==> src/hdl/shfr_pkg.sv <==
// shared types and constants for the sync header frame receiver
// no dependencies; imported by every module of the block
package shfr_pkg;

  localparam int unsigned MAX_LEN      = 255;
  localparam int unsigned HDR_SIZE     = 5;
  localparam int unsigned PAYLOAD_EXTRA = 5;
  localparam logic [7:0]  SYNC_BYTE    = 8'h5A;

  // result status codes
  localparam logic [1:0] ST_HDR_STORED  = 2'd0;
  localparam logic [1:0] ST_HDR_REJECT  = 2'd1;
  localparam logic [1:0] ST_HDR_ACCEPT  = 2'd2;
  localparam logic [1:0] ST_PAYLOAD     = 2'd3;

  // phase codes
  localparam logic PH_HEADER  = 1'b0;
  localparam logic PH_PAYLOAD = 1'b1;

  typedef struct packed {
    logic [1:0] status;
    logic [7:0] data_byte;
    logic [8:0] byte_index;
    logic [7:0] msg_length;
    logic [7:0] msg_kind;
    logic       last;
  } result_t;

endpackage

==> src/hdl/sync_header_frame_receiver.sv <==
// sync header frame receiver top level: one result transfer per input transfer
// each result is registered: into the output register, or into the skid entry while the output stalls
// throughput: one byte per cycle while the skid entry is free; the parser state updates on every taken byte
// rst (synchronous, active high) returns to header gathering with count zero
// depends on shfr_pkg, shfr_core, shfr_skid
module sync_header_frame_receiver import shfr_pkg::*; (
  input  logic       clk,
  input  logic       rst,
  // input channel: one received serial byte per transfer
  input  logic       in_valid,
  output logic       in_stall,
  input  logic [7:0] rx_byte,
  // output channel: one result per input byte
  output logic       out_valid,
  input  logic       out_stall,
  output logic [1:0] status,
  output logic [7:0] data_byte,
  output logic [8:0] byte_index,
  output logic [7:0] msg_length,
  output logic [7:0] msg_kind,
  output logic       last
);

  result_t core_res;
  result_t out_res;
  logic    take;

  // a byte is taken whenever the skid entry is free
  assign take = in_valid && !in_stall;

  // parser state advances only on a taken byte
  shfr_core u_core (
    .clk     (clk),
    .rst     (rst),
    .take    (take),
    .rx_byte (rx_byte),
    .res     (core_res)
  );

  // result register plus one skid entry, so a byte is still taken while the output stalls
  shfr_skid u_skid (
    .clk       (clk),
    .rst       (rst),
    .in_valid  (in_valid),
    .in_stall  (in_stall),
    .in_res    (core_res),
    .out_valid (out_valid),
    .out_stall (out_stall),
    .out_res   (out_res)
  );

  // unpack the result onto the field ports
  assign status     = out_res.status;
  assign data_byte  = out_res.data_byte;
  assign byte_index = out_res.byte_index;
  assign msg_length = out_res.msg_length;
  assign msg_kind   = out_res.msg_kind;
  assign last       = out_res.last;

endmodule

==> src/hdl/shfr_core.sv <==
// frame parser: header gathering, sync check, payload counting
// depends on shfr_pkg
module shfr_core import shfr_pkg::*; (
  input  logic       clk,
  input  logic       rst,
  input  logic       take,
  input  logic [7:0] rx_byte,
  output result_t    res
);

  logic       phase;
  logic       phase_next;
  logic [8:0] byte_count;
  logic [8:0] byte_count_next;
  logic [7:0] header_bytes [4];
  logic [7:0] frame_length;
  logic [7:0] frame_length_next;
  logic [7:0] frame_kind;
  logic [7:0] frame_kind_next;

  logic [15:0] len_raw;
  logic [7:0]  len_sat;
  logic        sync_ok;
  logic [8:0]  count_inc;
  logic [8:0]  frame_end;

  assign len_raw   = {header_bytes[3], header_bytes[2]};
  assign len_sat   = (len_raw > 16'(MAX_LEN)) ? 8'(MAX_LEN) : len_raw[7:0];
  assign sync_ok   = (header_bytes[0] == SYNC_BYTE) && (header_bytes[1] == SYNC_BYTE);
  assign count_inc = byte_count + 9'd1;
  assign frame_end = {1'b0, frame_length} + 9'(PAYLOAD_EXTRA);

  always_comb begin
    phase_next        = phase;
    byte_count_next   = byte_count;
    frame_length_next = frame_length;
    frame_kind_next   = frame_kind;
    res.status        = ST_HDR_STORED;
    res.data_byte     = rx_byte;
    res.byte_index    = byte_count;
    res.msg_length    = 8'd0;
    res.msg_kind      = 8'd0;
    res.last          = 1'b0;
    if (phase == PH_HEADER) begin
      if (byte_count < 9'(HDR_SIZE - 1)) begin
        byte_count_next = count_inc;
      end else begin
        byte_count_next = 9'd0;
        if (sync_ok) begin
          frame_length_next = len_sat;
          frame_kind_next   = rx_byte;
          phase_next        = PH_PAYLOAD;
          res.status        = ST_HDR_ACCEPT;
          res.msg_length    = len_sat;
          res.msg_kind      = rx_byte;
        end else begin
          res.status = ST_HDR_REJECT;
        end
      end
    end else begin
      res.status      = ST_PAYLOAD;
      res.msg_length  = frame_length;
      res.msg_kind    = frame_kind;
      byte_count_next = count_inc;
      if (count_inc >= frame_end) begin
        res.last        = 1'b1;
        phase_next      = PH_HEADER;
        byte_count_next = 9'd0;
      end
    end
  end

  always_ff @(posedge clk) begin
    if (rst) begin
      phase        <= PH_HEADER;
      byte_count   <= 9'd0;
      frame_length <= 8'd0;
      frame_kind   <= 8'd0;
    end else if (take) begin
      phase        <= phase_next;
      byte_count   <= byte_count_next;
      frame_length <= frame_length_next;
      frame_kind   <= frame_kind_next;
    end
  end

  // header store, no reset: always written before the sync check reads it
  always_ff @(posedge clk) begin
    if (take && (phase == PH_HEADER) && (byte_count < 9'(HDR_SIZE - 1))) begin
      header_bytes[byte_count[1:0]] <= rx_byte;
    end
  end

endmodule

==> src/hdl/shfr_skid.sv <==
// result register with one skid entry between the parser and the output port
// depends on shfr_pkg
module shfr_skid import shfr_pkg::*; (
  input  logic    clk,
  input  logic    rst,
  input  logic    in_valid,
  output logic    in_stall,
  input  result_t in_res,
  output logic    out_valid,
  input  logic    out_stall,
  output result_t out_res
);

  logic    skid_valid;
  result_t skid_res;
  logic    pop;
  logic    push;

  assign in_stall = skid_valid;
  assign pop      = out_valid && !out_stall;
  assign push     = in_valid && !skid_valid;

  always_ff @(posedge clk) begin
    if (rst) begin
      out_valid  <= 1'b0;
      skid_valid <= 1'b0;
    end else if (skid_valid) begin
      if (pop) begin
        skid_valid <= 1'b0;
      end
    end else if (push) begin
      if (!out_valid || pop) begin
        out_valid <= 1'b1;
      end else begin
        skid_valid <= 1'b1;
      end
    end else if (pop) begin
      out_valid <= 1'b0;
    end
  end

  always_ff @(posedge clk) begin
    if (skid_valid) begin
      if (pop) begin
        out_res <= skid_res;
      end
    end else if (push) begin
      if (!out_valid || pop) begin
        out_res <= in_res;
      end else begin
        skid_res <= in_res;
      end
    end
  end

endmodule

==> config.mk <==
export PLATFORM = sky130hd
export DESIGN_NAME = sync_header_frame_receiver
export DESIGN_NICKNAME = d
export VERILOG_FILES = /design/src/hdl/shfr_pkg.sv /design/src/hdl/sync_header_frame_receiver.sv /design/src/hdl/shfr_core.sv /design/src/hdl/shfr_skid.sv
export SDC_FILE = /design/constraint.sdc
export NUM_CORES = 1
export LEC_CHECK = 0
export BUFFER_PORTS_ARGS = -buffer_cell sky130_fd_sc_hd__buf_2
export CELL_PAD_IN_SITES_DETAIL_PLACEMENT = 0
export CELL_PAD_IN_SITES_GLOBAL_PLACEMENT = 2
export CORE_ASPECT_RATIO = 1.1
export CORE_MARGIN = 2
export CORE_UTILIZATION = 45
export DETAILED_ROUTE_END_ITERATION = 7
export PLACE_DENSITY_LB_ADDON = 0.15
export SLEW_MARGIN = 20
export SYNTH_ARGS = -nofsm -noshare
export SYNTH_HDL_FRONTEND = slang
export SYNTH_SLANG_ARGS = --single-unit
==> constraint.sdc <==
create_clock -name clk -period 5.8 [get_ports clk]
set_clock_uncertainty 0.15 [all_clocks]
set_input_delay 0.87 -clock clk [delete_from_list [all_inputs] [get_ports clk]]
set_output_delay 0.87 -clock clk [all_outputs]
set_load 0.05 [all_outputs]
-- Word level (Yosys, flattened, before mapping)
Memory sizes are Yosys's and may differ from the RTL's.
Index checks and enable logic that the tools add are counted.
Widths: inputs -> output; s select.
- latch bits: 0
- output and inout port bits: 38
- memories: 1
- input bits: 12
- RAM bits: 32
- ROM bits: 0
- register bits after elaboration: 100
- word-level logic and storage cells: 77
- $lt $le $gt $ge: 3
- div/mod/pow operators: 0
- bitwise operators: 4
- reductions and logical operators: 16
- shift-type cells: 0
- muxes and demuxes: 29
- eq/ne operators: 4
- multipliers: 0
- $add $sub $neg: 2
- memory list (memory ; depth ; width ; read ports ; clocked after memory_dff ; wr ports ; RTL line ; source):
    u_core.header_bytes ; 4 ; 8 ; 4 ; 0 ; 1 ; shfr_core.sv:15 ; logic [7:0] header_bytes [4];
- operator list (operator ; count):
    $mux 36 ; 4
    $mux 16 ; 3
    $mux 9 ; 3
    $eq 8x7->1 const B ; 2
    $gt 16x8->1 const B ; 1
    $mux 1 ; 15
    $add 8x3->9 const B ; 1
    $add 9x1->9 const B ; 1
    $ge 9x9->1 ; 1
    $lt 9x3->1 const B ; 1
    $reduce_and 3->1 ; 3
    $mux 8 ; 1
    $mux 2 ; 3
    $reduce_bool 2->1 ; 3
    $logic_and 1x1->1 ; 5
    $not 1->1 ; 4
    $reduce_and 4->1 ; 1
    $logic_not 1->1 ; 3
    $ne 2x1->1 const B ; 1
    $ne 2x2->1 const B ; 1
    $logic_or 1x1->1 ; 1

-- Longest topological paths before layout
Gate-level depths: netlist of run 1.
- word-level depth: 8
- gate-level depth with buffers: 11
- gate-level depth less buffers: 11

-- Cells and area by module
Synthesis of run 1 repeated with hierarchy kept, for this count alone.
- cells, all modules: 385
- area, all modules: 5631.7 µm²
- by module, submodules not included (module ; area each (µm²) ; sequential area each (µm²) ; cells each ; instances):
    shfr_core ; 2902.8 ; 1481.4 ; 260 ; 1
    shfr_skid ; 2715.1 ; 2202.1 ; 124 ; 1
    sync_header_frame_receiver ; 13.8 ; 0.0 ; 1 ; 1

-- Least setup slack after synthesis of run 1
Ideal clock, no wire load.
- path type: register to register
- start: register u_skid.skid_valid (netlist: u_skid.in_stall)
- end: register u_skid.out_res[0] (netlist name)
- setup slack: 2.055 ns
- required time: 5.209 ns
- stages on the path, launching flop included: 5
- library setup time: 0.441 ns
- arrival: 3.154 ns
- period minus slack after synthesis: 3.745 ns
- buffers on the path: 2
- cell sequence: dfxtp_1 buf_2 buf_1 a21oi_1 a21oi_1
- cells in the longest elaborated chain, start to end: 4
- elaborated cells on any way between the ends: 6
- those cells by class: eq/ne: 1; reduce/logical: 5
- ends and longest elaborated chain (item ; RTL line ; source):
    start: declaration ; shfr_skid.sv:14 ; logic skid_valid;
    start signal: assignment ; shfr_skid.sv:26 ; skid_valid <= 1'b0;
    start signal: assignment ; shfr_skid.sv:29 ; skid_valid <= 1'b0;
    start signal: assignment ; shfr_skid.sv:35 ; skid_valid <= 1'b1;
    $logic_not 1->1 ; shfr_skid.sv:21 ; assign push = in_valid && !skid_valid;
    $logic_and 1x1->1 ; shfr_skid.sv:21 ;
    $reduce_bool 2->1 (no line) ; n/a ;
    $reduce_and 3->1 (no line) (*) ; n/a ;
Every way passes the cells marked *; elsewhere a longest branch is shown, timed or not.
A chain may end at the register's enable or synchronous reset.

-- Final worst setup path of run 1
- start: register u_core.byte_count[0]
- end: register u_core.byte_count[8]
- cells in the longest elaborated chain, start to end: 4
- elaborated cells on any way between the ends: 6
- those cells by class: add/sub: 1; order compare: 2; mux: 3
- ends and longest elaborated chain (item ; RTL line ; source):
    start: declaration ; shfr_core.sv:13 ; logic [8:0] byte_count;
    start signal: assignment ; shfr_core.sv:81 ; byte_count <= byte_count_next;
    $add 9x1->9 ; shfr_core.sv:30 ; assign count_inc = byte_count + 9'd1;
    $ge 9x9->1 ; shfr_core.sv:65 ; if (count_inc >= frame_end) begin
    $mux 9 ; shfr_core.sv:65 ;
    $mux 9 (*) ; shfr_core.sv:44 ; if (phase == PH_HEADER) begin
Marks and branches as above.

==> flow_summary.toml, run 1 <==
[detailed_routing]
drt_pass1_iterations = 4
drc = 0
num_vias = 3354
viasPerCell = 5.32
drtIter0Drc = 183
wire_per_inst_um = 17.0
ant_nets = 0
wl_um = 10700

[clock_network]
clkSinkCount = 132
clk_path_buf_depth = 2
hold_buffers = 0
cts_tree = "done"
cts_htree_levels = 4
clk_latency_ns = 0.41
postCtsSetupBuffers = 0
root_buffer = "clkbuf_16"
clk_pin_slew_ns = 0.06
cts.repair.resized = 0
cts_buffers = 17

[timing]
grt_setup_unrepaired = "false"
fin_crit_sh_pct = 62.1
tns_ns = 0
tightestPinTransition_ns = 0.950
final_max_slew_viol_count = 0
final-setup-viol-count = 0
fin_hold_ws_ns = 0.344
max_clock_freq_mhz = 278
hold_viol_final = 0
period_needed_ns = 3.60
relSlewSlack_pct = 36.7

[place]
dpl.hpwl_um = 7030
io_buffer_count = 49
gp_congestion = 0.757

[cells_and_area]
fill_cells = 1026
num_antenna_cells = 0
drive_gt1_share_pct = 27.0
fin_nets = 490
ff_latch_area_um2 = 3680
multi_input_area_um2 = 1740
syn_to_final_growth_pct = 18.2
final_util_pct = 54.5

[synthesis]
syn_avg_cell_area_um2 = 13.6
syn_nets = 433
syn_area_um2 = 5550
yosys-top-cells-area = "edfxtp_1, dfxtp_1, mux2_2"
synth_seq_cells = 132
ys_top_cells_by_count = "edfxtp_1, nand2_1, nor2_1"
yosysMostFrequentCell = "edfxtp_1"
synth_edf_count = 104
async_flop_share_pct = 0
synth_top_area_cell = "edfxtp_1"
synth_top_area_share_pct = 56.3
synth.distinct_cells = 44
ys_seq_area_share_pct = 66.4
netlist_instances = 407
ys_warn_count = 0
ys.flop_type = "edfxtp_1"

[die]
io_pins = 50
core_area_um2 = 12000
die_area_um2 = 13200
initial_core_util_pct = 46.1
die_width_um = 110
die_h_um = 120
num_rows = 42

[global_routing]
grt_overflow = 0
antenna_found_initial = 0
grtUsageTotal_pct = 17.8
grt_pass1_wl_um = 17400
first_global_vias = 3267
grt_max_degree = 30

[power]
pwr-share-comb_pct = 7.3
p_leak_nw = 2.43
powerDensity_nw_per_um2 = 353
p_int_w = 0.00178
seqPwrFrac_pct = 46.3
total_power_w = 0.00232
pwr-share-clk_pct = 46.5
switchingPower_w = 0.000542
p_sw_share_pct = 23.4
irDropWorstVdd_mv = 0.192

[worst_setup_path]
critical_path_class = "reg -> reg"
required_ns = 5.96
rrSetupSlack_ns = 2.20
cp_cell_sequence = "ha_1 > nand3_1 > nor2_1 > xnor2_1 > inv_1 > ha_1 > nand2_1 > nor2_1 > a211oi_1 > a31oi_1 > o31ai_1"
reg2reg_from = "u_core.byte_count[0]$_SDFFE_PP0P_"
cpMaxStageDelayCell = "a211oi_1"
worst-r2r-cell-count = 11
startpoint_type = "register"
arrival_ns = 3.76
worst_setup_path_end_kind = "register"
reg2reg_to = "u_core.byte_count[8]$_SDFFE_PP0P_"
path_max_fanout = 10
slowest_delay_ns = 0.67

[worst_hold_path]
hold_start = "u_core.frame_kind[4]$_SDFFE_PP0P_"
holdPathStages = 2
min_to = "u_core.frame_kind[4]$_SDFFE_PP0P_"
min_path_type = "reg -> reg"

[run_status]
status = "completed"

[flow_run]
maxCapViolCount = 0
worst max-delay path by stage:
stage                                              endpoint  slack [ns]  depth (start not counted)                               from
after detailed placement  u_core.byte_count[8]$_SDFFE_PP0P_        2.26                         11  u_core.byte_count[0]$_SDFFE_PP0P_
after global placement    u_core.byte_count[7]$_SDFFE_PP0P_        2.35                         11  u_core.byte_count[0]$_SDFFE_PP0P_
after CTS                 u_core.byte_count[8]$_SDFFE_PP0P_        2.23                         11  u_core.byte_count[0]$_SDFFE_PP0P_
final                     u_core.byte_count[8]$_SDFFE_PP0P_        2.20                         11  u_core.byte_count[0]$_SDFFE_PP0P_
after floorplan                 u_skid.out_res[0]$_DFFE_PP_        2.06                          4         u_skid.in_stall$_SDFF_PP0_
after global routing      u_core.byte_count[8]$_SDFFE_PP0P_        1.91                         11  u_core.byte_count[0]$_SDFFE_PP0P_
cell families after synthesis:
kind of cell | count (synthesis) | synth area share (%)
simple gates | 117 | 10.3
flops | 132 | 66.4
compound gates | 62 | 7.87
xor+xnor | 13 | 2.05
mux | 39 | 7.74
fa+ha+maj | 14 | 3.16
buf+inv | 30 | 2.44
power by group through the flow:
stage	Sequential (W)	Clock (W)	Combinational, W
2_1_floorplan	0.00116	0	0.0000495
3_3_place_gp	0.00109	0	0.000171
3_5_place_dp	0.00109	0	0.000171
4_1_cts	0.00107	0.00110	0.000172
5_1_grt	0.00108	0.00114	0.000181
6_report	0.00107	0.00108	0.000169
layout by cell type, fill, tap and decap left out, types with 3 or more instances in the layout:
master / netlist / final
edfxtp_1: 104 / 104
nand2_1: 49 / 49
buf_2: 3 / 49
nor2_1: 29 / 29
dfxtp_1: 28 / 28
mux2_2: 24 / 24
o21ai_1: 17 / 17
clkbuf_16: 0 / 17
ha_1: 14 / 14
inv_1: 11 / 11
a21oi_1: 12 / 11
o31ai_1: 10 / 10
mux2i_1: 8 / 8
a211oi_2: 8 / 8
xnor2_1: 7 / 7
mux2_1: 7 / 7
xor2_1: 6 / 6
nand3_1: 6 / 6
buf_4: 1 / 6
nor4_1: 5 / 5
nor3_1: 5 / 5
o21ai_0: 4 / 4
inv_6: 0 / 4
clkinvlp_4: 0 / 4
and3_1: 3 / 3
and4bb_2: 3 / 3
nor2b_1: 3 / 3
and2_1: 3 / 3
a41oi_1: 3 / 3
o32ai_1: 3 / 3
bufinv_16: 0 / 3
state kept, by name, summed over array words and instances (netlist names):
| register | cells |
|---|---|
| u_skid.out_res | 36 |
| u_skid.in_stall | 1 |
| u_core.frame_length | 8 |
| u_core.header_bytes | 32 |
| u_skid.skid_res | 36 |
| u_core.phase | 1 |
| u_skid.out_valid | 1 |
| u_core.byte_count | 9 |
| u_core.frame_kind | 8 |
critical path, delay by kind of cell (launching register included):
family	cells	cell delay, ns
AO/OA/AOI/OAI	3	1.48
XOR/XNOR	1	0.15
adder cells (fa/ha/maj)	2	0.66
buffers and inverters	1	0.07
flip-flops	1	0.52
AND/OR/NAND/NOR	4	0.47
layout make-up:
| class | instances | area share (%) |
|---|---|---|
| Clock buffer | 17 | 6.49 |
| Timing Repair Buffer | 55 | 4.43 |
| Inverter | 13 | 0.744 |
| Sequential cell | 132 | 56.2 |
| Tap cell | 154 | 2.94 |
| Clock inverter | 15 | 2.71 |
| Multi-Input combinational cell | 245 | 26.5 |
stage by stage:
| stage | setup slack (ns) | instances | area [um2] |
|---|---|---|---|
| after detailed placement | 2.26 | 599 | 5950 |
| final | 2.20 | 631 | 6560 |
| after CTS | 2.23 | 631 | 6560 |
| after global routing | 1.91 | 631 | 6560 |
| after floorplan | 2.06 | 407 | 5550 |
| after global placement | 2.35 | 599 | 5950 |
layer usage:
metal  global-route usage, %  wire length (um)  up-vias
met5                       0                 0        -
met4                    6.17               136        0
met3                    4.26               406       12
met2                    29.1              5500       69
met1                    23.0              4660     1647
li1                        -                 -     1626
(Power assumes the default switching activity.)
==> run 2, diff against run 1 <==
CORE_UTILIZATION = 42   (was 45)
clock period = 3.35 ns   (was 5.8 ns; I/O delays follow)
==> run 2 against run 1 <==
Against the previous run:
- routed wire length increased by 2.8%
- final cell count is 2.1% higher
- highest routed layer unchanged
- worst hold slack lost 0.084 ns
- sequential cell count unchanged
- critical path depth increased by 1
- core utilization decreased by 4.5 points
- critical path type unchanged
==> flow_summary.toml, run 2 (synthesis results as in run 1) <==
[clock_network]
postCtsSetupBuffers = 0
clk_pin_slew_ns = 0.06
clk_path_buf_depth = 2
cts_buffers = 17
cts.repair.resized = 0
cts_tree = "done"
hold_buffers = 0
clkSinkCount = 132
cts_htree_levels = 4
clk_latency_ns = 0.41
root_buffer = "clkbuf_16"

[worst_setup_path]
crit_family = "adder cells"
startpoint_type = "register"
cp_cell_sequence = "ha_1 > nand3_1 > nor2_1 > xnor2_1 > inv_1 > ha_1 > nand2_1 > nor2_1 > a211oi_1 > buf_4 > a21oi_1 > mux2_2"
arrival_ns = 3.02
slowest_delay_ns = 0.52
critical_path_buf_inv_count = 2
critical_path_class = "reg -> reg"
path_max_fanout = 10
cpMaxStageDelayCell = "dfxtp_1"
required_ns = 3.36
worst_setup_path_end_kind = "register"

[detailed_routing]
viasPerCell = 5.20
drc = 0
routed-wl-met3_um = 278
num_vias = 3349
drt_pass1_iterations = 4
drtIter0Drc = 113
met1_length_um = 4980
wire_per_inst_um = 17.1
wl_um = 11000
ant_nets = 0
routed.top_layer = "met4"
route.met2.wl_um = 5520

[worst_hold_path]
min_path_type = "in -> reg"

[cells_and_area]
drive_gt1_share_pct = 27.5
final_cells = 644
syn_to_final_growth_pct = 17.6
mostFrequentLayoutCells = "edfxtp_1, nand2_1, buf_2"
fin_nets = 496
layout_commonest_cell = "edfxtp_1"
num_antenna_cells = 0
fill_cells = 1146

[place]
place_ws_ns = 0.360
io_buffer_count = 49
dpl.hpwl_um = 7100
gp_congestion = 0.767
dp_cells = 612

[global_routing]
grt_overflow = 0
first_global_vias = 3402
antenna_found_initial = 0
grtUsageTotal_pct = 17.2
grt_pass1_wl_um = 18200
grt_max_degree = 37

[power]
pwr-share-comb_pct = 7.8
powerDensity_nw_per_um2 = 576
p_int_w = 0.00283
pwr-share-clk_pct = 42.7
switchingPower_w = 0.000923
irDropWorstVdd_mv = 0.343
p_leak_nw = 2.42
seqPwrFrac_pct = 49.5
p_sw_share_pct = 24.6
total_power_w = 0.00376

[run_status]
status = "completed"

[die]
num_rows = 44
core_area_um2 = 13000
die_area_um2 = 14100
io_pins = 50
initial_core_util_pct = 42.5
die_width_um = 114
die_h_um = 125

[timing]
grt_setup_unrepaired = "false"
hold_viol_final = 0
final_max_slew_viol_count = 0
tightestPinTransition_ns = 0.918
tns_ns = 0
fin_crit_sh_pct = 89.7
relSlewSlack_pct = 38.8
period_needed_ns = 3.01
fin_hold_ws_ns = 0.260
fin_ws_ns = 0.344
final-setup-viol-count = 0
max_clock_freq_mhz = 333

[flow_run]
maxCapViolCount = 0
-- run 2: cell count changes in the layout (fill, tap and decap cells not counted), sizes merged --
| cell | delta |
|---|---|
| buf | +6 |
| clkinv | +4 |
| clkinvlp | +1 |
| bufinv | -3 |
| inv | -2 |
-- run 2: area by class of cell --
type                       instances  area (um2)  share of cell area (%)
clock inverter                    15        91.3                    1.40
sequential                       132        3680                    56.5
timing repair buffer              61         335                    5.14
inverter                          13        48.8                   0.748
multi-input combinational        245        1740                    26.7
clock buffer                      17         425                    6.52
tap                              161         201                    3.09
-- run 2: worst paths after layout --
check,start,to,slack (ns),cells after the start
max,u_core.byte_count[0]$_SDFFE_PP0P_,u_skid.out_res[0]$_DFFE_PP_,0.34,12
min,rx_byte[5],u_core.header_bytes[3][5]$_DFFE_PP_,0.26,1
max reg2reg,u_core.byte_count[0]$_SDFFE_PP0P_,u_skid.out_res[0]$_DFFE_PP_,0.34,12
min reg2reg,u_core.frame_kind[1]$_SDFFE_PP0P_,u_core.frame_kind[1]$_SDFFE_PP0P_,0.34,2
-- run 2: metrics by stage --
step	utilization [%]	area (um2)
3_5_place_dp	46.0	6010
2_1_floorplan	-	5550
6_report	50.0	6530
3_3_place_gp	46.0	6010
5_1_grt	50.0	6530
4_1_cts	50.0	6530
-- run 2: worst reg2reg max path, cell delays in order, from the launching register on --
cell and delay [ns]:
dfxtp_1 0.52, ha_1 0.35, nand3_1 0.19, nor2_1 0.16, xnor2_1 0.15, inv_1 0.07
ha_1 0.32, nand2_1 0.08, nor2_1 0.04, a211oi_1 0.19, buf_4 0.19, a21oi_1 0.08
mux2_2 0.27
-- run 2: per-layer routing --
metal	vias up	GRT usage, %
met2	57	28.5
met1	1637	21.3
li1	1640	-
met5	-	0
met4	0	7.68
met3	15	4.14
-- run 2: power groups by stage --
stage               sequential [W]  combinational (W)  clock, W
global placement           0.00189           0.000299         0
floorplan                  0.00201          0.0000861         0
CTS                        0.00186           0.000300   0.00165
finish                     0.00186           0.000294   0.00160
detailed placement         0.00189           0.000298         0
global route               0.00187           0.000316   0.00172
==> run 3, diff against run 2 <==
ABC_AREA = 1   (was default)
CORE_UTILIZATION = 41   (was 42)
CTS_CLUSTER_DIAMETER = 80   (was default)
clock period = 3.59 ns   (was 3.35 ns; I/O delays follow)
==> run 3 against run 2 <==
Against the previous run:
- area after synthesis increased by 6.2%
- critical path type unchanged
- count of clock-buffer cells in the layout grew 5
- global-route usage up 1.1 points
- worst hold slack gained 0.0026 ns
- routed wire length rose by 20%
- sequential power down 8%
==> flow_summary.toml, run 3 <==
[synthesis]
synth.distinct_cells = 28
synth_seq_cells = 132
netlist_instances = 586
syn_nets = 612
yosys-top-cells-area = "edfxtp_1, nand2_1, dfxtp_1"
synth.area.mux_share_pct = 0
ys_seq_area_share_pct = 62.5
synth_compound_area_share_pct = 6.63
ys_top_cells_by_count = "nand2_1, edfxtp_1, inv_1"
synth_top_area_cell = "edfxtp_1"
synth_adder_area_share_pct = 2.97
ys_warn_count = 0
synth_edf_count = 104
syn_area_um2 = 5890
synthSimpleGateAreaFrac_pct = 19.8
yosysMostFrequentCell = "nand2_1"
ys.flop_type = "edfxtp_1"
syn_avg_cell_area_um2 = 10.1
synth_top_area_share_pct = 53.0
synth_xor_area_share_pct = 1.64
async_flop_share_pct = 0
synth_top_family_by_area = "simple AND/OR/NAND/NOR gates"

[cells_and_area]
drive_gt1_share_pct = 17.0
fill_cells = 1324
num_antenna_cells = 0
syn_to_final_growth_pct = 17.7
final_cells = 842
layout_commonest_cell = "nand2_1"
fin_nets = 667
mostFrequentLayoutCells = "nand2_1, edfxtp_1, inv_1"

[detailed_routing]
drc = 0
drt_pass1_iterations = 4
ant_nets = 0
viasPerCell = 4.74
wire_per_inst_um = 15.7
drtIter0Drc = 266
wl_um = 13200
num_vias = 3987

[power]
p_leak_nw = 2.88
irDropWorstVdd_mv = 0.257
powerDensity_nw_per_um2 = 530
total_power_w = 0.00368

[die]
die_h_um = 130
io_pins = 50
die_width_um = 118
die_area_um2 = 15300
num_rows = 45
initial_core_util_pct = 42.4
core_area_um2 = 13900

[worst_hold_path]
hold_start = "rx_byte[5]"
min_path_type = "in -> reg"

[run_status]
status = "completed"

[worst_setup_path]
required_ns = 3.58
reg2reg_from = "u_core.byte_count[0]$_SDFFE_PP0P_"
critical_path_class = "reg -> reg"
path_max_fanout = 11
startpoint_type = "register"
arrival_ns = 2.86
worst-r2r-cell-count = 14
reg2reg_to = "u_skid.out_res[0]$_DFFE_PP_"
startpoint = "u_core.byte_count[0]$_SDFFE_PP0P_"
cp-endpoint = "u_skid.out_res[0]$_DFFE_PP_"
rrSetupSlack_ns = 0.72
worst_setup_path_end_kind = "register"

[timing]
final_max_slew_viol_count = 0
hold_viol_final = 0
grt_setup_unrepaired = "false"
max_clock_freq_mhz = 349
relSlewSlack_pct = 37.3
tightestPinTransition_ns = 0.933
final-setup-viol-count = 0
period_needed_ns = 2.87
fin_crit_sh_pct = 79.9
tns_ns = 0

[place]
dp_cells = 810
dpl.hpwl_um = 8880
gp_congestion = 0.776
io_buffer_count = 49

[clock_network]
clk_pin_slew_ns = 0.06
root_buffer = "clkbuf_16"
cts_buffers = 17
clkSinkCount = 132
cts_tree = "done"
clk_latency_ns = 0.41
postCtsSetupBuffers = 0
clk_path_buf_depth = 2
hold_buffers = 0
cts.repair.resized = 0
cts_htree_levels = 4

[global_routing]
antenna_found_initial = 0
grtUsageTotal_pct = 18.3
grt_max_degree = 56
first_global_vias = 3822
grt_overflow = 0
grt_pass1_wl_um = 20800

[flow_run]
maxCapViolCount = 0
-- run 3: cell count changes in the layout (fill, tap and decap cells not counted), sizes merged, moves of 9 or more --
cell,previous run,this run
o21ai,21,38
mux2,31,0
o31ai,11,0
nand2,49,185
nor2,31,61
a211oi,9,0
nand4,2,13
inv,15,76
-- run 3: final cells by class --
class / instances / area [um2] / share of cell area (%)
Inverter: 77 / 289 / 4.17
Multi-Input combinational cell: 359 / 1850 / 26.7
Timing Repair Buffer: 54 / 295 / 4.26
Clock inverter: 10 / 108 / 1.55
Sequential cell: 132 / 3680 / 53.1
Tap cell: 188 / 235 / 3.39
Clock buffer: 22 / 474 / 6.84
-- run 3: kinds of logic (layout without fill, tap and decap cells) --
family | count (synthesis) | after routing
AO/OA/AOI/OAI | 55 | 55
adder cells (fa/ha/maj) | 14 | 14
flip-flops | 132 | 132
buffers and inverters | 95 | 163
XOR/XNOR | 11 | 11
AND/OR/NAND/NOR | 279 | 279
-- run 3: worst max-delay path, cell delays in order (launching register included) --
cell and delay [ns]:
dfxtp_1 0.45, ha_1 0.24, nand2_1 0.11, nor2_1 0.18, xor2_1 0.23, inv_1 0.07, ha_1 0.31, nand2_1 0.09
inv_1 0.04, nand2_1 0.05, nand3_1 0.08, nand2_1 0.06, nand2_1 0.06, nand2_1 0.34, o21ai_0 0.13
-- run 3: metrics by stage --
| stage | hold WS, ns | cell area, um2 | worst slack, ns | utilization [%] |
|---|---|---|---|---|
| 6_report | 0.263 | 6940 | 0.723 | 49.9 |
| 5_1_grt | 0.251 | 6940 | 0.398 | 49.9 |
| 4_1_cts | 0.248 | 6940 | 0.727 | 49.9 |
| 3_5_place_dp | 0.348 | 6350 | 0.717 | 45.7 |
| 3_3_place_gp | 0.346 | 6350 | 0.780 | 45.7 |
| 2_1_floorplan | 0.336 | 5890 | 0.0398 | - |
-- run 3: layer usage --
layer,GRT usage [%],part of all wire [%]
met1,21.6,44
met2,32.9,52
met3,3.72,3.3
met4,7.65,0.90
met5,0,0
-- run 3: how the worst min path moves through the flow --
| stage | to | cells after the start |
|---|---|---|
| floorplan | u_core.frame_kind[0]$_SDFFE_PP0P_ | 4 |
| global placement | u_core.frame_kind[1]$_SDFFE_PP0P_ | 4 |
| detailed placement | u_core.frame_kind[5]$_SDFFE_PP0P_ | 4 |
| CTS | u_skid.skid_res[31]$_DFFE_PP_ | 1 |
| global route | u_skid.skid_res[31]$_DFFE_PP_ | 1 |
| finish | u_skid.skid_res[31]$_DFFE_PP_ | 1 |
-- run 3: report_power, final --
group / internal, W / switching [W]
clock network: 0.00107 / 0.000628
logic: 0.0000484 / 0.000208
registers: 0.00171 / 0.0000186
total: 0.00282 / 0.000854
